`config.mk`:
```
export PLATFORM = sky130hd
export DESIGN_NAME = bitmap_rle_scanline_decoder_top
export DESIGN_NICKNAME = d
export VERILOG_FILES = /design/src/rtl/core/brle_pkg.sv /design/src/rtl/core/brle_ctrl.sv /design/src/rtl/core/brle_dp.sv /design/src/rtl/core/bitmap_rle_scanline_decoder_top.sv
export SDC_FILE = /design/constraint.sdc
export NUM_CORES = 1
export LEC_CHECK = 0
export BUFFER_PORTS_ARGS = -buffer_cell sky130_fd_sc_hd__buf_2
export CORE_MARGIN = 8
export CORE_UTILIZATION = 40
export CTS_BUF_LIST = sky130_fd_sc_hd__clkbuf_2 sky130_fd_sc_hd__clkbuf_4 sky130_fd_sc_hd__clkbuf_8
export CTS_CLUSTER_SIZE = 28
export DETAILED_ROUTE_END_ITERATION = 10
export HOLD_SLACK_MARGIN = 0.02
export PLACE_DENSITY = 0.65
export SYNTH_ARGS = -nofsm -noshare
export SYNTH_HDL_FRONTEND = slang
export SYNTH_SLANG_ARGS = --single-unit
```
`constraint.sdc`:
```
create_clock -name clk -period 15.4 [get_ports clk]
set_input_delay 0.77 -clock clk [delete_from_list [all_inputs] [get_ports clk]]
set_output_delay 0.77 -clock clk [all_outputs]
set_load 0.005 [all_outputs]
```
`src/rtl/core/brle_pkg.sv`:
```
// ----------------------------------------------------------------------------
// brle_pkg
// Shared types and constants of the bitmap scanline decoder.
// ----------------------------------------------------------------------------
package brle_pkg;

	localparam int MaxDim = 16384;
	localparam int Lanes = 8;
	localparam logic [3:0] NibMask = 4'hf;

	typedef enum logic [1:0] {
		MODE_RAW  = 2'd0,
		MODE_RLE8 = 2'd1,
		MODE_RLE4 = 2'd2,
		MODE_RSVD = 2'd3
	} mode_t;

	typedef enum logic [2:0] {
		CFG_MODE   = 3'd0,
		CFG_WIDTH  = 3'd1,
		CFG_HEIGHT = 3'd2,
		CFG_BOTUP  = 3'd3,
		CFG_RAWROW = 3'd4,
		CFG_RAWPAD = 3'd5
	} cfg_idx_t;

	typedef enum logic [2:0] {
		PH_MARKER  = 3'd0,
		PH_RUN     = 3'd1,
		PH_ESCAPE  = 3'd2,
		PH_ABS     = 3'd3,
		PH_ABS_PAD = 3'd4
	} phase_t;

	typedef enum logic [1:0] {
		ST_OK    = 2'd0,
		ST_EOB   = 2'd1,
		ST_DELTA = 2'd2
	} status_t;

	typedef enum logic [1:0] {
		C_IDLE = 2'd0,
		C_EMIT = 2'd1,
		C_OUT  = 2'd2
	} cstate_t;

	// controller -> datapath
	typedef struct packed {
		logic load;   // latch input byte, process it
		logic step;   // emit one more group of the current run
	} cmd_t;

	// datapath -> controller
	typedef struct packed {
		logic more;   // run still has groups to emit
		logic has_out; // a result is waiting in the holding register
	} sts_t;

endpackage

```
`src/rtl/core/brle_ctrl.sv`:
```
// ----------------------------------------------------------------------------
// brle_ctrl
// Sequencer: takes a byte, then steps the run until all groups are out.
// ----------------------------------------------------------------------------
module brle_ctrl (
	input  logic             clk,
	input  logic             arst_n,
	input  logic             in_valid,
	output logic             in_ready,
	input  logic             out_ready,
	output logic             out_valid,
	input  brle_pkg::sts_t   sts,
	output brle_pkg::cmd_t   cmd
);
	import brle_pkg::*;

	cstate_t state_q, state_d;

	always_ff @(posedge clk or negedge arst_n) begin
		if (!arst_n) state_q <= C_IDLE;
		else state_q <= state_d;
	end

	always_comb begin
		state_d = state_q;
		in_ready = 1'b0;
		out_valid = 1'b0;
		cmd = '0;
		unique case (state_q)
			C_IDLE: begin
				in_ready = 1'b1;
				if (in_valid) begin
					cmd.load = 1'b1;
					state_d = C_EMIT;
				end
			end
			C_EMIT: begin
				// datapath has evaluated; a result may be present
				if (sts.has_out) state_d = C_OUT;
				else if (sts.more) cmd.step = 1'b1;
				else state_d = C_IDLE;
			end
			C_OUT: begin
				out_valid = 1'b1;
				if (out_ready) begin
					if (sts.more) begin
						cmd.step = 1'b1;
						state_d = C_EMIT;
					end else begin
						state_d = C_IDLE;
					end
				end
			end
			default: state_d = C_IDLE;
		endcase
	end

endmodule

```
`src/rtl/core/brle_dp.sv`:
```
// ----------------------------------------------------------------------------
// brle_dp
// Datapath: decode state, run expansion one group per step, result register.
// ----------------------------------------------------------------------------
module brle_dp (
	input  logic             clk,
	input  logic             arst_n,
	input  brle_pkg::cmd_t   cmd,
	output brle_pkg::sts_t   sts,
	input  logic [7:0]       stream_byte,
	input  logic             out_ack,
	input  logic [1:0]       decode_mode,
	input  logic [14:0]      image_width,
	input  logic [14:0]      image_height,
	input  logic             bottom_up,
	input  logic [16:0]      raw_row_bytes,
	input  logic [1:0]       raw_pad_bytes,
	output logic [63:0]      pixel_group,
	output logic [3:0]       pixel_count,
	output logic [15:0]      column,
	output logic [13:0]      row,
	output logic [1:0]       status,
	output logic             frame_end,
	output logic             last
);
	import brle_pkg::*;

	phase_t      phase_q;
	logic [7:0]  run_count_q;
	logic [7:0]  held_byte_q;
	logic        pad_pending_q;
	logic [16:0] column_pos_q;
	logic [14:0] row_pos_q;
	logic        row_just_filled_q;
	logic [1:0]  raw_pad_left_q;
	logic [1:0]  halted_q;
	logic        four_q;
	// run expansion
	logic        run_act_q;   // groups remain
	logic [8:0]  run_left_q;  // pixels of the current command still to place
	logic        run_odd_q;   // next pixel index is odd (RLE4 phase)
	logic        run_abs_q;   // absolute-data command (vs encoded run)
	// result holding register
	logic        has_q;
	logic [63:0] grp_q;
	logic [3:0]  cnt_q;
	logic [15:0] col_q;
	logic [13:0] row_q;
	logic [1:0]  st_q;
	logic        fe_q, last_q;

	logic [14:0] w_eff, h_eff;
	logic [16:0] rb_eff;
	logic        dimmax;
	logic [13:0] drow;
	logic        w_full;

	assign w_eff = (image_width > 15'(MaxDim)) ? 15'(MaxDim) : image_width;
	assign h_eff = (image_height > 15'(MaxDim)) ? 15'(MaxDim) : image_height;
	assign rb_eff = (raw_row_bytes == '0) ? 17'd1 : raw_row_bytes;
	assign dimmax = (row_pos_q >= h_eff);
	assign drow = dimmax ? 14'd0 : (bottom_up ? 14'(h_eff - 15'd1 - row_pos_q)
		: row_pos_q[13:0]);
	assign w_full = (column_pos_q >= {2'b0, w_eff});

	// group formation for a step of the run
	logic [16:0] space;
	logic [3:0]  take;
	logic [63:0] grp;
	logic [3:0]  nib_hi, nib_lo;
	logic [7:0]  pa, pb;

	assign nib_hi = held_byte_q[7:4] & NibMask;
	assign nib_lo = held_byte_q[3:0] & NibMask;
	assign space = {2'b0, w_eff} - column_pos_q;

	always_comb begin
		take = (run_left_q > 9'(Lanes)) ? 4'(Lanes) : run_left_q[3:0];
		if (w_full) take = '0;
		else if ({13'b0, take} > space) take = space[3:0];
		pa = four_q ? {4'b0, run_odd_q ? nib_lo : nib_hi} : held_byte_q;
		pb = four_q ? {4'b0, run_odd_q ? nib_hi : nib_lo} : held_byte_q;
		grp = '0;
		for (int k = 0; k < Lanes; k++) begin
			if (4'(k) < take) grp[8*k +: 8] = k[0] ? pb : pa;
		end
	end

	assign sts.more = run_act_q;
	assign sts.has_out = has_q;

	// end-of-command bookkeeping: the command ends on the group that fills the
	// row or places its last pixel; pixels past the row end are dropped
	logic        cmd_end;
	logic [16:0] col_step, col_next;

	assign col_step = column_pos_q + {13'b0, take};
	assign col_next = column_pos_q + {8'b0, run_left_q};
	assign cmd_end = w_full || (run_left_q == {5'b0, take}) || ({13'b0, take} == space);

	always_ff @(posedge clk or negedge arst_n) begin
		if (!arst_n) begin
			phase_q <= PH_MARKER;
			run_count_q <= '0;
			held_byte_q <= '0;
			pad_pending_q <= 1'b0;
			column_pos_q <= '0;
			row_pos_q <= '0;
			row_just_filled_q <= 1'b0;
			raw_pad_left_q <= '0;
			halted_q <= '0;
			four_q <= 1'b0;
			run_act_q <= 1'b0;
			run_left_q <= '0;
			run_odd_q <= 1'b0;
			run_abs_q <= 1'b0;
			has_q <= 1'b0;
			grp_q <= '0;
			cnt_q <= '0;
			col_q <= '0;
			row_q <= '0;
			st_q <= '0;
			fe_q <= 1'b0;
			last_q <= 1'b0;
		end else begin
			if (out_ack) has_q <= 1'b0;
			if (cmd.load) begin
				grp_q <= '0; cnt_q <= '0; col_q <= '0; row_q <= '0; st_q <= '0;
				fe_q <= 1'b0; last_q <= 1'b1;
				four_q <= (decode_mode == MODE_RLE4);
				if (halted_q != '0) begin
					has_q <= 1'b1;
					st_q <= halted_q;
				end else if (dimmax) begin
					has_q <= 1'b0;
				end else if (decode_mode != MODE_RLE8 && decode_mode != MODE_RLE4) begin
					if (raw_pad_left_q != '0) begin
						raw_pad_left_q <= raw_pad_left_q - 2'd1;
					end else begin
						has_q <= 1'b1;
						grp_q <= {56'b0, stream_byte};
						cnt_q <= 4'd1;
						col_q <= column_pos_q[15:0];
						row_q <= drow;
						if (column_pos_q + 17'd1 >= rb_eff) begin
							column_pos_q <= '0;
							row_pos_q <= row_pos_q + 15'd1;
							raw_pad_left_q <= raw_pad_bytes;
							fe_q <= (row_pos_q + 15'd1 >= h_eff);
						end else begin
							column_pos_q <= column_pos_q + 17'd1;
						end
					end
				end else begin
					unique case (phase_q)
						PH_MARKER: begin
							if (stream_byte == 8'd0) phase_q <= PH_ESCAPE;
							else begin
								row_just_filled_q <= 1'b0;
								run_count_q <= stream_byte;
								phase_q <= PH_RUN;
							end
						end
						PH_ESCAPE: begin
							if (stream_byte == 8'd0) begin
								phase_q <= PH_MARKER;
								if (row_just_filled_q) row_just_filled_q <= 1'b0;
								else begin
									column_pos_q <= '0;
									row_pos_q <= row_pos_q + 15'd1;
									if (row_pos_q + 15'd1 >= h_eff) begin
										has_q <= 1'b1;
										fe_q <= 1'b1;
									end
								end
							end else if (stream_byte == 8'd1 || stream_byte == 8'd2) begin
								row_just_filled_q <= 1'b0;
								phase_q <= PH_MARKER;
								halted_q <= stream_byte[1:0];
								has_q <= 1'b1;
								st_q <= stream_byte[1:0];
							end else begin
								row_just_filled_q <= 1'b0;
								run_count_q <= stream_byte;
								pad_pending_q <= (decode_mode == MODE_RLE4)
									? (stream_byte[1] ^ stream_byte[0]) : stream_byte[0];
								phase_q <= PH_ABS;
							end
						end
						PH_RUN: begin
							held_byte_q <= stream_byte;
							run_left_q <= {1'b0, run_count_q};
							run_count_q <= '0;
							run_odd_q <= 1'b0;
							run_abs_q <= 1'b0;
							run_act_q <= 1'b1;
						end
						PH_ABS: begin
							held_byte_q <= stream_byte;
							run_odd_q <= 1'b0;
							run_abs_q <= 1'b1;
							run_act_q <= 1'b1;
							if (decode_mode == MODE_RLE4) begin
								run_left_q <= (run_count_q >= 8'd2) ? 9'd2 : {1'b0, run_count_q};
								run_count_q <= (run_count_q >= 8'd2) ? run_count_q - 8'd2 : '0;
							end else begin
								run_left_q <= 9'd1;
								run_count_q <= run_count_q - 8'd1;
							end
						end
						PH_ABS_PAD: begin
							pad_pending_q <= 1'b0;
							phase_q <= PH_MARKER;
							if (w_full) begin
								row_just_filled_q <= (column_pos_q == {2'b0, w_eff});
								column_pos_q <= '0;
								row_pos_q <= row_pos_q + 15'd1;
								if (row_pos_q + 15'd1 >= h_eff) begin
									has_q <= 1'b1;
									fe_q <= 1'b1;
								end
							end
						end
						default: phase_q <= PH_MARKER;
					endcase
				end
			end else if (cmd.step) begin
				// emit one group (possibly empty when the row is full)
				if (take != '0) begin
					has_q <= 1'b1;
					grp_q <= grp;
					cnt_q <= take;
					col_q <= column_pos_q[15:0];
					row_q <= drow;
					st_q <= ST_OK;
					fe_q <= 1'b0;
					last_q <= 1'b0;
				end
				run_odd_q <= run_odd_q ^ take[0];
				if (!cmd_end) begin
					run_left_q <= run_left_q - {5'b0, take};
					column_pos_q <= col_step;
				end else begin
					// remaining dropped pixels still advance the column
					run_act_q <= 1'b0;
					run_left_q <= '0;
					last_q <= 1'b1;
					if (!run_abs_q || run_count_q == '0) begin
						if (run_abs_q && pad_pending_q) begin
							phase_q <= PH_ABS_PAD;
							column_pos_q <= col_next;
						end else begin
							phase_q <= PH_MARKER;
							if (col_next >= {2'b0, w_eff}) begin
								row_just_filled_q <= (col_next == {2'b0, w_eff});
								column_pos_q <= '0;
								row_pos_q <= row_pos_q + 15'd1;
								if (row_pos_q + 15'd1 >= h_eff) begin
									fe_q <= 1'b1;
									if (take == '0) begin
										has_q <= 1'b1;
										grp_q <= '0; cnt_q <= '0; col_q <= '0;
										row_q <= '0; st_q <= ST_OK;
									end
								end
							end else begin
								column_pos_q <= col_next;
							end
						end
					end else begin
						column_pos_q <= col_next;
					end
				end
			end
		end
	end

	assign pixel_group = grp_q;
	assign pixel_count = cnt_q;
	assign column = col_q;
	assign row = row_q;
	assign status = st_q;
	assign frame_end = fe_q;
	assign last = last_q;

endmodule

```
`src/rtl/core/bitmap_rle_scanline_decoder_top.sv`:
```
// ----------------------------------------------------------------------------
// bitmap_rle_scanline_decoder_top
// Raw / RLE8 / RLE4 bitmap stream decoder giving groups of pixel indices.
// ----------------------------------------------------------------------------
// One stream byte is taken per transaction, and the next is taken only once
// every result of the previous one has left. A byte whose single result comes
// straight from the byte (raw pixel, status, end of line that completes the
// frame) is offered from the output register. A run byte that yields pixel
// groups steps the run sequencer once per group, and each group then waits
// in the output register; a group holds up to eight pixels. While out_ready
// is held low, an offered result stalls the block. After the end-of-bitmap
// or delta escape the block is halted and answers every byte with the same
// status result; only a reset restarts it. Write configuration only while
// idle.
module bitmap_rle_scanline_decoder_top (
	input  logic        clk,
	input  logic        arst_n,
	input  logic        cfg_valid,
	output logic        cfg_ready,
	input  logic [2:0]  cfg_index,
	input  logic [16:0] cfg_data,
	input  logic        in_valid,
	output logic        in_ready,
	input  logic [7:0]  stream_byte,
	output logic        out_valid,
	input  logic        out_ready,
	output logic [63:0] pixel_group,
	output logic [3:0]  pixel_count,
	output logic [15:0] column,
	output logic [13:0] row,
	output logic [1:0]  status,
	output logic        frame_end,
	output logic        last
);
	import brle_pkg::*;

	logic [1:0]  mode_q;
	logic [14:0] width_q, height_q;
	logic        botup_q;
	logic [16:0] rawrow_q;
	logic [1:0]  rawpad_q;
	cmd_t        cmd;
	sts_t        sts;

	assign cfg_ready = 1'b1;

	// configuration registers
	always_ff @(posedge clk or negedge arst_n) begin
		if (!arst_n) begin
			mode_q <= MODE_RAW;
			width_q <= 15'd1;
			height_q <= 15'd1;
			botup_q <= 1'b1;
			rawrow_q <= 17'd1;
			rawpad_q <= '0;
		end else if (cfg_valid) begin
			unique case (cfg_index)
				CFG_MODE:   mode_q <= cfg_data[1:0];
				CFG_WIDTH:  width_q <= cfg_data[14:0];
				CFG_HEIGHT: height_q <= cfg_data[14:0];
				CFG_BOTUP:  botup_q <= cfg_data[0];
				CFG_RAWROW: rawrow_q <= cfg_data;
				CFG_RAWPAD: rawpad_q <= cfg_data[1:0];
				default: ;
			endcase
		end
	end

	brle_ctrl u_ctrl (
		.clk(clk), .arst_n(arst_n),
		.in_valid(in_valid), .in_ready(in_ready),
		.out_ready(out_ready), .out_valid(out_valid),
		.sts(sts), .cmd(cmd)
	);

	brle_dp u_dp (
		.clk(clk), .arst_n(arst_n), .cmd(cmd), .sts(sts),
		.stream_byte(stream_byte), .out_ack(out_valid & out_ready),
		.decode_mode(mode_q), .image_width(width_q), .image_height(height_q),
		.bottom_up(botup_q), .raw_row_bytes(rawrow_q), .raw_pad_bytes(rawpad_q),
		.pixel_group(pixel_group), .pixel_count(pixel_count), .column(column),
		.row(row), .status(status), .frame_end(frame_end), .last(last)
	);

endmodule
```
# Word level (Yosys, flattened, before mapping)
# Cells that the tools add are included.
# W data, S select, Z words.
# totals
reg_bits,227
input_bits,33
out_inout_bits,105
elab_cells,387
# op_classes
addsub,11
order_cmp,18
eq_ne,42
mux,232
bitwise_logic,7
n_reduce_logical,48
# op_table
cell,n
$mux W64,12
$mux W17,15
$mux W15,16
$mux W14,15
$mux W16,13
$mux W8,17
$mux W1,76
$mux W4,17
$mux W9,7
$mux W2,23
$eq A17 B15 Y1,2
$ge A17 B15 Y1,2
$pmux W17 S2,1
$pmux W8 S4,1
$ge A15 B15 Y1,2
$gt A15 B15 Y1 const B,2
$pmux W15 S2,1
$mux W3,9
$reduce_and A5 Y1,5
$ne A2 B2 Y1 const B,12
$reduce_and A7 Y1,3
$pmux W9 S2,1
$reduce_bool A2 Y1,9
$add A17 B1 Y17 const B,1
57 further kinds,96

# Depth between registers and ports, before layout
# depth
ltp_word,17
depth_mapped,28
depth_no_buf,26

# By module
# Synthesis repeated with hierarchy kept, for this count alone.
# hier_totals
cells_unflattened,1684
hier_area_um2,15818.9
# modules_own_cells
mod,instances,cells_per_inst,area_each_um2,seq_area_each_um2
brle_dp,1,1540,13422.9,4329.2
bitmap_rle_scanline_decoder_top,1,119,2170.8,1306.3
brle_ctrl,1,25,225.2,50.0

# Worst setup path after synthesis
# No wires, ideal clock.
# synth_timing
kind,register -> register
startpoint,reg width_q[14]
endpoint,reg u_dp.grp_q[28] (netlist: u_dp.pixel_group[28])
setup_ns,0.078
t_arrival_ns,5.522
required_ns,15.322
setup_slack_ns,9.800
stages_incl_launch_ff,25
n_path_buf,3
synth_period_minus_slack_ns,5.600
cell_sequence,dfrtp_1 inv_1 clkbuf_1 nand2_1 ha_1 fa_1 nand2b_1 a21oi_1 mux2i_1 o211ai_1 nor3_1 or3b_1 buf_2 nor3_4 mux2i_1 and2_1 inv_1 ha_1 and4_1 a21oi_1 o31a_1 o22ai_2 a21oi_2 buf_2 o2bb2ai_1
# synth_via
elab_chain_len,17
elab_cells_between_ends,25
cone_classes,add/sub (1); order compare (5); eq/ne (2); mux (13); reduce/logical (4)
# synth_rtl
item,line_no,text
"start, declared",bitmap_rle_scanline_decoder_top.sv:38,"logic [14:0] width_q, height_q;"
"start signal, assigned",bitmap_rle_scanline_decoder_top.sv:59,CFG_WIDTH: width_q <= cfg_data[14:0];
$gt A15 B15 Y1,brle_dp.sv:58,assign w_eff = (image_width > 15'(MaxDim)) ? 15'(MaxDim) : image_width;
$mux W15 (*),brle_dp.sv:58,
$sub A15 B17 Y17,brle_dp.sv:75,"assign space = {2'b0, w_eff} - column_pos_q;"
$gt A4 B17 Y1,brle_dp.sv:80,"else if ({13'b0, take} > space) take = space[3:0];"
$mux W4,brle_dp.sv:80,
$mux W4,brle_dp.sv:79,if (w_full) take = '0;
$lt A2 B4 Y1,brle_dp.sv:85,if (4'(k) < take) grp[8*k +: 8] = k[0] ? pb : pa;
$mux W8,brle_dp.sv:85,
$mux W64,brle_dp.sv:229,if (take != '0) begin
$mux W64,brle_dp.sv:260,if (take == '0) begin
$mux W64,brle_dp.sv:258,if (row_pos_q + 15'd1 >= h_eff) begin
$mux W64,brle_dp.sv:254,"if (col_next >= {2'b0, w_eff}) begin"
$mux W64,brle_dp.sv:249,if (run_abs_q && pad_pending_q) begin
$mux W64,brle_dp.sv:248,if (!run_abs_q || run_count_q == '0) begin
$mux W64 (*),brle_dp.sv:240,if (!cmd_end) begin
$mux W64 (*),brle_dp.sv:227,end else if (cmd.step) begin
$mux W64 (*),brle_dp.sv:127,if (cmd.load) begin
"end signal, assigned",brle_dp.sv:141,"grp_q <= {56'b0, stream_byte};"
"end signal, assigned",brle_dp.sv:231,grp_q <= grp;
"end, declared",brle_dp.sv:45,logic [63:0] grp_q;
# Every way passes the cells marked *; elsewhere a longest branch is shown, timed or not. The select of a mux whose other input is x is not followed.
# A chain may end at the register's enable or synchronous reset.

# Worst setup path in the final report
# layout_timing
startpoint,reg width_q[14]
endpoint,reg u_dp.grp_q[58] (netlist: u_dp.pixel_group[58])
# layout_via
elab_chain_len,17
elab_cells_between_ends,25
cone_classes,add/sub (1); order compare (5); eq/ne (2); mux (13); reduce/logical (4)
# layout_rtl
item,line_no
$gt A15 B15 Y1,brle_dp.sv:58
$mux W15 (*),brle_dp.sv:58
$sub A15 B17 Y17,brle_dp.sv:75
$gt A4 B17 Y1,brle_dp.sv:80
$mux W4,brle_dp.sv:80
$mux W4,brle_dp.sv:79
$lt A3 B4 Y1,brle_dp.sv:85
$mux W8,brle_dp.sv:85
$mux W64,brle_dp.sv:229
$mux W64,brle_dp.sv:260
$mux W64,brle_dp.sv:258
$mux W64,brle_dp.sv:254
$mux W64,brle_dp.sv:249
$mux W64,brle_dp.sv:248
$mux W64 (*),brle_dp.sv:240
$mux W64 (*),brle_dp.sv:227
$mux W64 (*),brle_dp.sv:127
# Marks and branches as above.

==> impl_metrics.tcl <==
set metrics [dict create \
    outcome "complete, no violations" \
    p_per_area_nw_per_um2 200 \
    drt-vias-per-instance 5.84 \
    routedWlPerCell_um 20.9 \
    cts.htree.levels 2 \
    ant_nets 0 \
    slew_viol_final 0 \
    peakVddDrop_mv 0.0850 \
    synth-main-ff-cell "dfrtp_1" \
    max_slew.worst_pin.slew_ps 1090 \
    cts_resized 0 \
    dp.cells 2302 \
    rsz0062_at_grt "false" \
    final_nets 1990 \
    fmax_mhz 128 \
    yosys-top-cells-area "dfrtp_1 36%, ha_1 9.9%, nand2_1 4.3%, xnor2_1 3.8%, o21ai_0 3.0%" \
    dp_hpwl_um 38000 \
    slew_headroom_pct 27.6 \
    cts_tree "done" \
    ioPinCount 138 \
    p_leak_nw 8.39 \
    coreArea_um2 38600 \
    endpoint_kind "register" \
    first_iter_violations 1205 \
    area_delta_synth_final_pct 13.9 \
    fin_cells 2380 \
    fin_crit_sh_pct 50.6 \
    cts_buffers 42 \
    required_ps 15920 \
    clockRootBuffer "clkbuf_8" \
    clock_path_buffers 3 \
    ys_ff_latch 227 \
    yosysWarnings 0 \
    hold_viol_final 0 \
    first_global_vias 13800 \
    synth.distinct_cells 89 \
    criticalPathCategory "reg2reg" \
    final.fill_count 3737 \
    final_common_cell "dfrtp_1" \
    synthArstFlopShare_pct 100 \
    start_util_pct 40.5 \
    cts.sinks 227 \
    postLayoutCoreUtil_pct 46.1 \
    grt_max_degree 87 \
    synth-edff-count 0 \
    grt_overflow_total 0 \
    min_period_ps 7790 \
    wirelength_um 49700 \
    die_area_um2 45700 \
    gp_congestion 0.952 \
    ys_seq_area_share_pct 36.3 \
    fin_tns_setup_ps 0 \
    post_cts_buffers 0 \
    first_pass_iters 5 \
    whs_ps 130 \
    finClkSkew_ps 37.7 \
    finalSetupViolCount 0 \
    power_mw 3.56 \
    avgSynthCellArea_um2 9.15 \
    die_w_um 214 \
    arrival_ps 8310 \
    synth_top_area_share_pct 35.7 \
    cts.hold.buffers_added 0 \
    remaining_drc_errors 0 \
    hp-class "in2async" \
    rows 72 \
    num_vias 13900 \
    start_kind "register" \
    die_h_um 214 \
    mostFrequentLayoutCells "223 x dfrtp_1, 178 x nand2_1, 135 x buf_2, 124 x ha_1, 115 x nor2_1" \
    grt_pass1_wl_um 77800 \
    crit_path_max_fanout 65 \
    synth_top_area_cell "dfrtp_1" \
    synth.cell_area_um2 15700 \
    syn_inst 1710 \
    clkTransAtPathRegs_ps 60 \
    antenna_found_initial 2 \
    io_buffer_count 136 \
    synth_nets 1872 \
    antenna_cells 0 \
    drv_cap 0 \
    drive_above_1_share_pct 17.1 \
    grt_usage_pct 21.4 \
    clk_latency_ps 590 \
]
[registers in the layout (all words and copies together), names as in the netlist, 3 cells and up]
signal	flops
width_q	15
u_dp.column	16
u_dp.run_count_q	8
u_dp.column_pos_q	17
rawrow_q	17
u_dp.run_left_q	9
u_dp.row	14
u_dp.pixel_group	64
height_q	15
u_dp.held_byte_q	8
u_dp.row_pos_q	15
u_dp.phase_q	3
u_dp.pixel_count	4
[Yosys cell counts (6+ instances only)]
cell type	instances
inv_1	108
nor2_1	115
a221oi_1	8
and4_1	7
a21o_1	34
a32oi_1	9
ha_1	124
a21oi_1	73
o2bb2ai_2	7
o2bb2ai_1	47
nand3_1	45
o31ai_1	7
o211a_1	6
nand2_1	178
a221o_1	6
mux2i_1	29
dfrtp_1	223
o21ai_0	95
a31o_2	6
a22oi_1	7
mux2_2	39
nor2b_1	16
a32o_1	14
xnor2_1	68
o21a_1	16
a22o_1	36
nor4_1	23
nand4b_1	6
clkbuf_1	55
xor2_1	14
a211oi_1	11
a31oi_1	10
nand4_1	22
o22ai_1	10
and3_1	22
o211ai_1	16
nor3_1	46
or3_1	15
nand2b_1	12
buf_2	20
and2_1	11
[worst max-delay path: stages (launching register included)]
cell,delay [ps]
dfrtp_1,400
inv_1,330
nand2_1,170
inv_1,90
ha_1,340
a211oi_2,300
o211ai_1,120
a41oi_1,520
o22ai_1,170
nor3_1,180
or3b_1,600
nor3_4,490
mux2i_1,300
and2_1,240
inv_1,60
ha_1,350
and4_1,220
a21oi_1,240
o31a_1,640
o22ai_2,240
a21oi_4,730
buf_4,710
a22o_1,250
[worst paths after layout]
path                                       from                   end  slack [ps]  depth (start not counted)
min in group clk                   cfg_data[15]          rawrow_q[15]         400                          3
max in group asynchronous                arst_n   u_dp.run_count_q[7]       13690                          2
min reg2reg                u_dp.pixel_group[60]  u_dp.pixel_group[60]         480                          1
min                                      arst_n        u_dp.column[4]         130                          1
max                                 width_q[14]  u_dp.pixel_group[58]        7610                         22
max reg2reg                         width_q[14]  u_dp.pixel_group[58]        7610                         22
[layer usage]
layer	global-route usage (%)	share of wire (%)
met3	4.28	6.9
met4	9.71	4.3
met1	28.5	43
met5	0	0.026
met2	33.4	45
[metrics by stage]
step / setup WS [ps] / instance area (µm²)
after floorplan: 9800 / 15700
final: 7610 / 17800
after global routing: 7060 / 17800
after detailed placement: 7630 / 16800
after CTS: 7630 / 17800
after global placement: 7910 / 16800
[report_power, final]
part	internal (mW)	switching [mW]	leakage, nW
registers	0.741	0.193	2.93
clock network	0.394	0.281	0.517
logic	0.734	1.22	4.94
[layout make-up]
class	instances	area (µm²)	share of cell area [%]
clock buffers	64	812	4.55
repair buffers	156	841	4.71
multi-input cells	1291	9260	51.9
flip-flops and latches	227	5690	31.9
well taps	518	648	3.63
inverters	110	413	2.32
clock inverters	14	178	0.996
[kinds of logic (layout without fill, tap and decap cells)]
kind of cell               Yosys count  in the layout  share of synthesized area, %
and+or+nand+nor                    543            543                          16.9
AOI/OAI and AO/OA                  467            467                          22.0
DFF                                227            227                          36.3
buffers and inverters              192            344                          4.91
adders and majority gates          129            129                          10.6
xor gates and xnor gates            82             82                          4.59
muxes                               69             69                          4.73
other                                1              1                        0.0240
Note: power is estimated with default switching activity, not from simulation.
